==> src/rtl/sml_pkg.sv <==
`default_nettype none

package sml_pkg;

   localparam int IDX_W      = 5;
   localparam int SIZE_W     = 16;
   localparam int ALIGN_W    = 8;
   localparam int COUNT_W    = 16;
   localparam int CNT_REG_W  = 6;
   localparam int WORD_W     = 32;
   localparam int STATUS_W   = 2;

   localparam int REQ_DATA_W = 48;
   localparam int RSP_DATA_W = 96;

   localparam logic [STATUS_W-1:0] STATUS_OK      = 2'd0;
   localparam logic [STATUS_W-1:0] STATUS_BAD     = 2'd1;
   localparam logic [STATUS_W-1:0] STATUS_SKIPPED = 2'd2;

   localparam logic REQ_LOAD   = 1'b0;
   localparam logic REQ_MEMBER = 1'b1;

   typedef struct packed {
      logic [SIZE_W-1:0]  size;
      logic [ALIGN_W-1:0] align;
   } tbl_entry_type;

endpackage

`default_nettype wire

==> src/rtl/struct_member_layout_unit.sv <==
`default_nettype none
// Structure member layout unit.
// req_* carries one beat per request. tuser = 0 loads slot type_index of the
// type table with type_size and type_alignment and returns nothing; tuser = 1
// presents a structure member, and tlast marks the final member.
// rsp_* returns one beat per member: aligned offset, length, status in tuser
// and, on the final member, the padded structure size; tlast mirrors it.
// csr_* writes the type limit, the number of valid type table entries.
// A member passes through the table read, the multiply and the add before it
// reaches the result register; an invalid or skipped member goes from the table
// read straight to it. Remainder passes take eight dividend bits per cycle:
// one aligns a nonzero offset to any alignment above 1 and one pads the final
// total. req_tready rises on the edge that fills the result register, so a
// member holds the input until its result is registered.
// The type table is a synchronous memory of MAX_TYPES entries, undefined until
// loaded. Reset clears the running offset, the error flag and the largest
// aligned type, and sets the type limit to 1.
// A finished result waits in the output register while the next request is
// accepted; if rsp_tready stays low the following member holds in its last
// step until the register frees.

module struct_member_layout_unit #(
   parameter int MAX_TYPES = 32
) (
   input  wire                                clock,
   input  wire                                reset,
   input  wire                                req_tvalid,
   output logic                               req_tready,
   // type_index[4:0], type_size[20:5], type_alignment[28:21], array_count[44:29]
   input  wire  [sml_pkg::REQ_DATA_W-1:0]     req_tdata,
   // req_type[0]
   input  wire                                req_tuser,
   input  wire                                req_tlast,
   output logic                               rsp_tvalid,
   input  wire                                rsp_tready,
   // member_offset[31:0], member_length[63:32], struct_total[95:64]
   output logic [sml_pkg::RSP_DATA_W-1:0]     rsp_tdata,
   // status[1:0]
   output logic [sml_pkg::STATUS_W-1:0]       rsp_tuser,
   output logic                               rsp_tlast,
   input  wire                                csr_valid,
   output logic                               csr_ready,
   input  wire  [sml_pkg::CNT_REG_W-1:0]      csr_wdata
);

   localparam int ADDR_W = (MAX_TYPES > 1) ? $clog2(MAX_TYPES) : 1;
   localparam int WIDE_W = 9;
   localparam logic [WIDE_W-1:0] MAX_TYPES_W = WIDE_W'(MAX_TYPES);

   localparam logic [2:0] S_IDLE = 3'd0;
   localparam logic [2:0] S_READ = 3'd1;
   localparam logic [2:0] S_PAD1 = 3'd2;
   localparam logic [2:0] S_ADD  = 3'd3;
   localparam logic [2:0] S_PAD2 = 3'd4;
   localparam logic [2:0] S_DONE = 3'd5;

   localparam int W  = sml_pkg::WORD_W;
   localparam int AW = sml_pkg::ALIGN_W;

   sml_pkg::tbl_entry_type tbl_mem [MAX_TYPES];
   sml_pkg::tbl_entry_type tbl_rd_ff;

   logic [2:0]                        state_ff, state_in;
   logic [sml_pkg::CNT_REG_W-1:0]     num_types_ff, num_types_in;
   logic [sml_pkg::IDX_W-1:0]         idx_ff, idx_in;
   logic [sml_pkg::COUNT_W-1:0]       count_ff, count_in;
   logic                              last_ff, last_in;
   logic [W-1:0]                      ro_ff, ro_in;
   logic [sml_pkg::SIZE_W-1:0]        lg_len_ff, lg_len_in;
   logic [AW-1:0]                     lg_align_ff, lg_align_in;
   logic                              err_ff, err_in;
   logic [W-1:0]                      len_ff, len_in;
   logic [W-1:0]                      off_ff, off_in;
   logic [W-1:0]                      total_ff, total_in;
   logic [sml_pkg::STATUS_W-1:0]      status_ff, status_in;
   logic [W-1:0]                      div_num_ff, div_num_in;
   logic [AW-1:0]                     div_rem_ff, div_rem_in;
   logic [AW-1:0]                     div_align_ff, div_align_in;
   logic [1:0]                        div_cnt_ff, div_cnt_in;
   logic                              rsp_valid_ff, rsp_valid_in;
   logic [sml_pkg::RSP_DATA_W-1:0]    rsp_data_ff, rsp_data_in;
   logic [sml_pkg::STATUS_W-1:0]      rsp_user_ff, rsp_user_in;
   logic                              rsp_last_ff, rsp_last_in;

   logic                              req_fire;
   logic [sml_pkg::IDX_W-1:0]         req_idx;
   logic [WIDE_W-1:0]                 req_idx_wide;
   logic [WIDE_W-1:0]                 idx_wide;
   logic [ADDR_W-1:0]                 req_addr;
   logic                              load_en;
   logic                              read_en;
   logic [AW-1:0]                     step_rem;
   logic [W-1:0]                      step_num;
   logic [W-1:0]                      pad_val;
   logic [sml_pkg::COUNT_W-1:0]       count_eff;
   logic [W-1:0]                      sum_val;
   logic                              idx_bad;

   assign req_tready   = (state_ff == S_IDLE);
   assign req_fire     = req_tvalid && req_tready;
   assign req_idx      = req_tdata[4:0];
   assign req_idx_wide = {{(WIDE_W - sml_pkg::IDX_W){1'b0}}, req_idx};
   assign idx_wide     = {{(WIDE_W - sml_pkg::IDX_W){1'b0}}, idx_ff};
   assign req_addr     = req_idx_wide[ADDR_W-1:0];
   assign load_en      = req_fire && (req_tuser == sml_pkg::REQ_LOAD) &&
                         (req_idx_wide < MAX_TYPES_W);
   assign read_en      = req_fire && (req_tuser == sml_pkg::REQ_MEMBER);

   assign csr_ready  = 1'b1;
   assign rsp_tvalid = rsp_valid_ff;
   assign rsp_tdata  = rsp_data_ff;
   assign rsp_tuser  = rsp_user_ff;
   assign rsp_tlast  = rsp_last_ff;

   always_ff @(posedge clock) begin
      if (load_en) begin
         tbl_mem[req_addr] <= '{size: req_tdata[20:5], align: req_tdata[28:21]};
      end
      if (read_en) begin
         tbl_rd_ff <= tbl_mem[req_addr];
      end
   end

   // remainder step: eight dividend bits per cycle
   always_comb begin
      logic [AW:0]  r;
      logic [W-1:0] d;
      r = {1'b0, div_rem_ff};
      d = div_num_ff;
      for (int i = 0; i < 8; i++) begin
         r = {r[AW-1:0], d[W-1]};
         d = {d[W-2:0], 1'b0};
         if (r >= {1'b0, div_align_ff}) begin
            r = r - {1'b0, div_align_ff};
         end
      end
      step_rem = r[AW-1:0];
      step_num = d;
   end

   assign pad_val   = (step_rem != '0) ?
                      ro_ff + {{(W - AW){1'b0}}, div_align_ff} - {{(W - AW){1'b0}}, step_rem} :
                      ro_ff;
   assign count_eff = (count_ff == '0) ? sml_pkg::COUNT_W'(1) : count_ff;
   assign sum_val   = ro_ff + len_ff;
   assign idx_bad   = ({1'b0, idx_ff} >= num_types_ff) || (idx_wide >= MAX_TYPES_W);

   always_comb begin
      state_in      = state_ff;
      num_types_in  = num_types_ff;
      idx_in        = idx_ff;
      count_in      = count_ff;
      last_in       = last_ff;
      ro_in         = ro_ff;
      lg_len_in     = lg_len_ff;
      lg_align_in   = lg_align_ff;
      err_in        = err_ff;
      len_in        = len_ff;
      off_in        = off_ff;
      total_in      = total_ff;
      status_in     = status_ff;
      div_num_in    = div_num_ff;
      div_rem_in    = div_rem_ff;
      div_align_in  = div_align_ff;
      div_cnt_in    = div_cnt_ff;
      rsp_valid_in  = rsp_valid_ff && !rsp_tready;
      rsp_data_in   = rsp_data_ff;
      rsp_user_in   = rsp_user_ff;
      rsp_last_in   = rsp_last_ff;

      if (csr_valid && csr_ready) begin
         num_types_in = csr_wdata;
      end

      case (state_ff)
         S_IDLE: begin
            if (read_en) begin
               idx_in   = req_idx;
               count_in = req_tdata[44:29];
               last_in  = req_tlast;
               state_in = S_READ;
            end
         end
         S_READ: begin
            off_in   = '0;
            len_in   = '0;
            total_in = '0;
            if (err_ff) begin
               status_in = sml_pkg::STATUS_SKIPPED;
               state_in  = S_DONE;
            end else if (idx_bad) begin
               status_in = sml_pkg::STATUS_BAD;
               err_in    = 1'b1;
               state_in  = S_DONE;
            end else begin
               status_in = sml_pkg::STATUS_OK;
               len_in    = W'(tbl_rd_ff.size) * W'(count_eff);
               if ((tbl_rd_ff.align > AW'(1)) && (tbl_rd_ff.size > lg_len_ff)) begin
                  lg_len_in   = tbl_rd_ff.size;
                  lg_align_in = tbl_rd_ff.align;
               end
               if ((ro_ff != '0) && (tbl_rd_ff.align > AW'(1))) begin
                  div_num_in   = ro_ff;
                  div_rem_in   = '0;
                  div_align_in = tbl_rd_ff.align;
                  div_cnt_in   = '0;
                  state_in     = S_PAD1;
               end else begin
                  state_in = S_ADD;
               end
            end
         end
         S_PAD1: begin
            div_num_in = step_num;
            div_rem_in = step_rem;
            div_cnt_in = div_cnt_ff + 2'd1;
            if (div_cnt_ff == 2'd3) begin
               ro_in    = pad_val;
               state_in = S_ADD;
            end
         end
         S_ADD: begin
            off_in   = ro_ff;
            ro_in    = sum_val;
            total_in = '0;
            state_in = S_DONE;
            if (last_ff) begin
               if ((lg_len_ff != '0) && (lg_align_ff > AW'(1))) begin
                  div_num_in   = sum_val;
                  div_rem_in   = '0;
                  div_align_in = lg_align_ff;
                  div_cnt_in   = '0;
                  state_in     = S_PAD2;
               end else begin
                  total_in = sum_val;
               end
            end
         end
         S_PAD2: begin
            div_num_in = step_num;
            div_rem_in = step_rem;
            div_cnt_in = div_cnt_ff + 2'd1;
            if (div_cnt_ff == 2'd3) begin
               total_in = pad_val;
               state_in = S_DONE;
            end
         end
         S_DONE: begin
            if (!rsp_valid_ff || rsp_tready) begin
               rsp_valid_in = 1'b1;
               rsp_data_in  = {total_ff, len_ff, off_ff};
               rsp_user_in  = status_ff;
               rsp_last_in  = last_ff;
               if (last_ff) begin
                  ro_in       = '0;
                  lg_len_in   = '0;
                  lg_align_in = '0;
                  err_in      = 1'b0;
               end
               state_in = S_IDLE;
            end
         end
         default: begin
            state_in = S_IDLE;
         end
      endcase
   end

   always_ff @(posedge clock) begin
      if (reset) begin
         state_ff      <= S_IDLE;
         num_types_ff  <= sml_pkg::CNT_REG_W'(1);
         ro_ff         <= '0;
         lg_len_ff     <= '0;
         lg_align_ff   <= '0;
         err_ff        <= 1'b0;
         div_cnt_ff    <= '0;
         rsp_valid_ff  <= 1'b0;
      end else begin
         state_ff      <= state_in;
         num_types_ff  <= num_types_in;
         ro_ff         <= ro_in;
         lg_len_ff     <= lg_len_in;
         lg_align_ff   <= lg_align_in;
         err_ff        <= err_in;
         div_cnt_ff    <= div_cnt_in;
         rsp_valid_ff  <= rsp_valid_in;
      end
   end

   always_ff @(posedge clock) begin
      idx_ff       <= idx_in;
      count_ff     <= count_in;
      last_ff      <= last_in;
      len_ff       <= len_in;
      off_ff       <= off_in;
      total_ff     <= total_in;
      status_ff    <= status_in;
      div_num_ff   <= div_num_in;
      div_rem_ff   <= div_rem_in;
      div_align_ff <= div_align_in;
      rsp_data_ff  <= rsp_data_in;
      rsp_user_ff  <= rsp_user_in;
      rsp_last_ff  <= rsp_last_in;
   end

endmodule

`default_nettype wire

==> config.mk <==
export PLATFORM = sky130hd
export DESIGN_NAME = struct_member_layout_unit
export DESIGN_NICKNAME = d
export VERILOG_FILES = /design/src/rtl/sml_pkg.sv /design/src/rtl/struct_member_layout_unit.sv
export SDC_FILE = /design/constraint.sdc
export NUM_CORES = 2
export LEC_CHECK = 0
export BUFFER_PORTS_ARGS = -buffer_cell sky130_fd_sc_hd__buf_4
export CAP_MARGIN = 20
export CORE_MARGIN = 1.5
export CORE_UTILIZATION = 40
export DETAILED_ROUTE_END_ITERATION = 6
export PLACE_DENSITY = 0.65
export SYNTH_ARGS = -nofsm -noshare
export SYNTH_HDL_FRONTEND = slang
export SYNTH_SLANG_ARGS = --single-unit
==> constraint.sdc <==
create_clock -name clock -period 33.7 [get_ports clock]
set_input_delay 5.055 -clock clock [delete_from_list [all_inputs] [get_ports clock]]
set_output_delay 5.055 -clock clock [all_outputs]
set_load 0.02 [all_outputs]
==> results.txt <==
The run finished with clean final reports. The setup TNS came out at 0 ns. The detailed-routing iteration count for the pre-antenna-repair pass came out at 5. Setup violations remaining at the end of the flow were counted as 0. The number of cell rows came out at 139. The layout has 12584 filler cells. The area share of the largest cell type after synthesis came out at 55.1%.

In this run the horizontal extent of the chip is around 380 um. The maximum fanout along the worst path is 17. The number of diodes added for antenna fixing is 0. The hold buffer count at cts came out at 0. The maximum clock path buffer count is 3. Counting every net in the synthesized netlist gives around 4600. CTS placed an instance of sky130_fd_sc_hd__clkbuf_16 at the clock tree root. The library cell occupying the most area in the post-synthesis netlist is sky130_fd_sc_hd__edfxtp_1.

The DRC violation total after the first TritonRoute iteration came out at about 3400. The area taken by flip-flops and latches came out at 33200 um^2. The via count of the first global-routing pass is 34663. The via density per instance is 5.57. The post-synthesis sequential element count is between 1000 and 1500. The worst register-to-register path begins at div_align_ff[4].

The hold-critical path endpoint is rsp_tdata[1]. The overflow left after global routing is 0. The wire length of the first global-routing pass is 219000 um. The final routed wirelength across all metal layers is between 100000 and 150000 um. The startpoint identified for the worst hold timing path is off_ff[1]. The slowest stage of the critical path is the sky130_fd_sc_hd__nor2_1 cell. In the post-synthesis netlist, the biggest area contributors are sky130_fd_sc_hd__edfxtp_1 (55%), sky130_fd_sc_hd__mux4_2 (7.5%), sky130_fd_sc_hd__fa_1 (7.3%), sky130_fd_sc_hd__ha_1 (5.7%), sky130_fd_sc_hd__dfxtp_1 (2.4%). In this run the tightest slew margin relative to its limit is 27.6%. The number of placed I/O pins came out at 163. The initial antenna violation count is 8. The worst hold-check path type is reg -> reg. The number of cells on the worst hold path came out at 0. The post-synthesis instance total came out at slightly above 4000.

Setup repair after global routing left no endpoint under its margin. The effective utilization at floorplan came out at 40.2%. In the synthesized netlist the dominant register cell turns out to be sky130_fd_sc_hd__edfxtp_1.

Counting flops with a built-in enable in the synthesized netlist gives around 1100. The standard cell core area came out at ~140000 um^2. The async set-reset flop share out of synthesis is 0%. The TritonCTS buffer count came out at 109. The final number of hold-violating endpoints is 0.

In this run the critical register-to-register path is captured at total_ff[29]. The pin count of the biggest net entering global routing is 73. The capturing element type of the critical path is a flop. The routed length per instance came out at about 23 um.

The mean cell area of the mapped netlist is 14.1 um^2. The fraction of final layout cells with drive strength greater than 1 came out at 15.2%. The residual antenna-violating net count after detailed routing is 0. Yosys instantiated no cell more often than sky130_fd_sc_hd__edfxtp_1. Summed over all nets, the half-perimeter wirelength after detailed placement is just under 100000 um. Across the routed clock network, the largest skew measured is between 0.08 and 0.09 ns.

The fmax is 37.2 MHz. Data arrives at the worst endpoint at 27.46 ns. The start-to-end type of the worst setup path is reg -> reg.

The register-to-register setup slack came out at 6.79 ns. The cell area that synthesis handed to floorplanning was 57700 um^2. At the end of the flow, the number of nets in the layout was 4797. The highest cell delay on the worst timing path came out at 0.71 ns.

Across the run, the number of max-cap violations was 0. The worst setup path is launched from a flop. The total track usage is 19.9%.

The clock reaches the later pin of the worst-skew pair after 0.78 ns. The area of combinational cells with multiple inputs is roughly 23000 um^2. The DRC violations left is 0. The commonest cells after synthesis are sky130_fd_sc_hd__edfxtp_1 (1059), sky130_fd_sc_hd__inv_1 (356), sky130_fd_sc_hd__nand2_1 (314). The number of slew-limit violations in the final report is 0. The floorplan step defined a die boundary enclosing 147000 um^2.

Buffers placed on the I/O ports in this run total around 160. The count of distinct cell types in the synthesized netlist is 87. The final critical path time including I/O delays and setup is 26.91 ns.

The total number of vias came out at 34809. The height of the die came out at roughly 380 um. The slew at the pin closest to its max-slew limit is approximately 1.1 ns. The number of gates resized after CTS came out at 0. The total number of H-tree levels came out at 3. The area of placed instances came out at 61400 um^2. The portion of the post-synthesis area used by sequential elements is 57.5%. The relative area change from synthesis to final layout came out at 12.5%. Of the available clock period, the critical path in the final layout requires about four fifths. TritonCTS built the clock tree. Routability-driven placement finished with a final weighted congestion of 0.889. The most numerous cell type found on the critical path is sky130_fd_sc_hd__o21ai_0. The required time at the endpoint of the critical path came out at 34.25 ns. Clock-pin slew was measured on the worst setup and hold paths at 0.06 ns. The depth of the worst register-to-register path is 99. The clock net sink count is ~1100.

The cell area after layout is approximately 65000 um^2. The setup fix buffers added after clock tree synthesis is 0. The count of synthesis-stage warnings from yosys came out at 0.
[worst max path at each step]
stage	start	end	cells after the start
2_1_floorplan	div_align_ff[1]	total_ff[28]	105
3_3_place_gp	div_align_ff[4]	total_ff[29]	100
3_5_place_dp	div_align_ff[4]	total_ff[29]	99
4_1_cts	div_align_ff[4]	total_ff[29]	99
5_1_grt	div_align_ff[4]	total_ff[29]	100
6_report	div_align_ff[4]	total_ff[29]	99
[cells by family after synthesis]
group / synth area share (%)
buffers and inverters: 3.61
adder cells (fa/ha/maj): 13.1
AO/OA/AOI/OAI: 7.34
flip-flops: 57.5
XOR/XNOR: 1.85
AND/OR/NAND/NOR: 7.76
other: 0.00650
multiplexers: 8.91
[flip-flops by register name (all words and copies together), names as in the netlist]
register	count
tbl_mem	768
rsp_tdata	96
div_num_ff	32
len_ff	32
off_ff	32
ro_ff	32
total_ff	32
tbl_rd_ff	24
count_ff	16
lg_len_ff	16
div_align_ff	8
div_rem_ff	8
lg_align_ff	8
num_types_ff	6
idx_ff	5
state_ff	3
div_cnt_ff	2
rsp_tuser	2
status_ff	2
err_ff	1
last_ff	1
rsp_tlast	1
rsp_tvalid	1
[cell usage in the layout, fill, tap and decap left out, types with 52 or more instances in the layout]
| cell | n |
|---|---|
| sky130_fd_sc_hd__dfxtp_1 | 69 |
| sky130_fd_sc_hd__edfxtp_1 | 1059 |
| sky130_fd_sc_hd__xnor2_1 | 70 |
| sky130_fd_sc_hd__buf_4 | 223 |
| sky130_fd_sc_hd__o21ai_0 | 97 |
| sky130_fd_sc_hd__fa_1 | 211 |
| sky130_fd_sc_hd__ha_1 | 265 |
| sky130_fd_sc_hd__mux4_2 | 192 |
| sky130_fd_sc_hd__nand2_1 | 313 |
| sky130_fd_sc_hd__and2_1 | 112 |
| sky130_fd_sc_hd__nor2_1 | 207 |
| sky130_fd_sc_hd__a21oi_1 | 149 |
| sky130_fd_sc_hd__clkbuf_16 | 110 |
| sky130_fd_sc_hd__xor2_1 | 52 |
| sky130_fd_sc_hd__mux2i_1 | 61 |
| sky130_fd_sc_hd__inv_1 | 356 |
| sky130_fd_sc_hd__a22oi_1 | 118 |
[metal layers]
layer	GRT usage, %	routed length [um]	part of all wire (%)
met1	27.0	61500	42
met2	33.0	70500	48
met3	3.54	11000	7.5
met4	5.36	3870	2.6
met5	0	82	0.056
[through the flow]
stage | util (%) | instances | hold slack (ns) | worst slack (ns)
final | 45.3 | 6252 | 0.416 | 6.79
after global routing | 45.3 | 6252 | 0.424 | 4.59
after CTS | 45.3 | 6251 | 0.418 | 7.12
after detailed placement | 42.8 | 6051 | 0.405 | 7.24
after global placement | 42.8 | 6049 | 0.403 | 7.41
after floorplan | - | 4097 | 0.400 | 12.33
[area by class of cell]
| class | count | area share, % |
|---|---|---|
| inverter | 356 | 2.06 |
| tap | 1903 | 3.67 |
| timing repair buffer | 228 | 2.69 |
| clock buffer | 128 | 4.34 |
| sequential | 1128 | 51.1 |
| multi-input combinational | 2437 | 35.1 |
| clock inverter | 72 | 1.10 |
[worst max-delay path: cells and delay by family, from the launching register on]
kind / cells / cell delay (ns)
mux: 6 / 2.18
flops: 1 / 0.46
simple gates: 22 / 5.17
xor+xnor: 1 / 0.31
buf+inv: 3 / 0.59
fa+ha+maj: 10 / 3.55
compound gates: 57 / 14.38
Power is left out: the tool's default activity adds up to more than one toggle a clock period on the data nets, which glitch-free logic cannot reach.
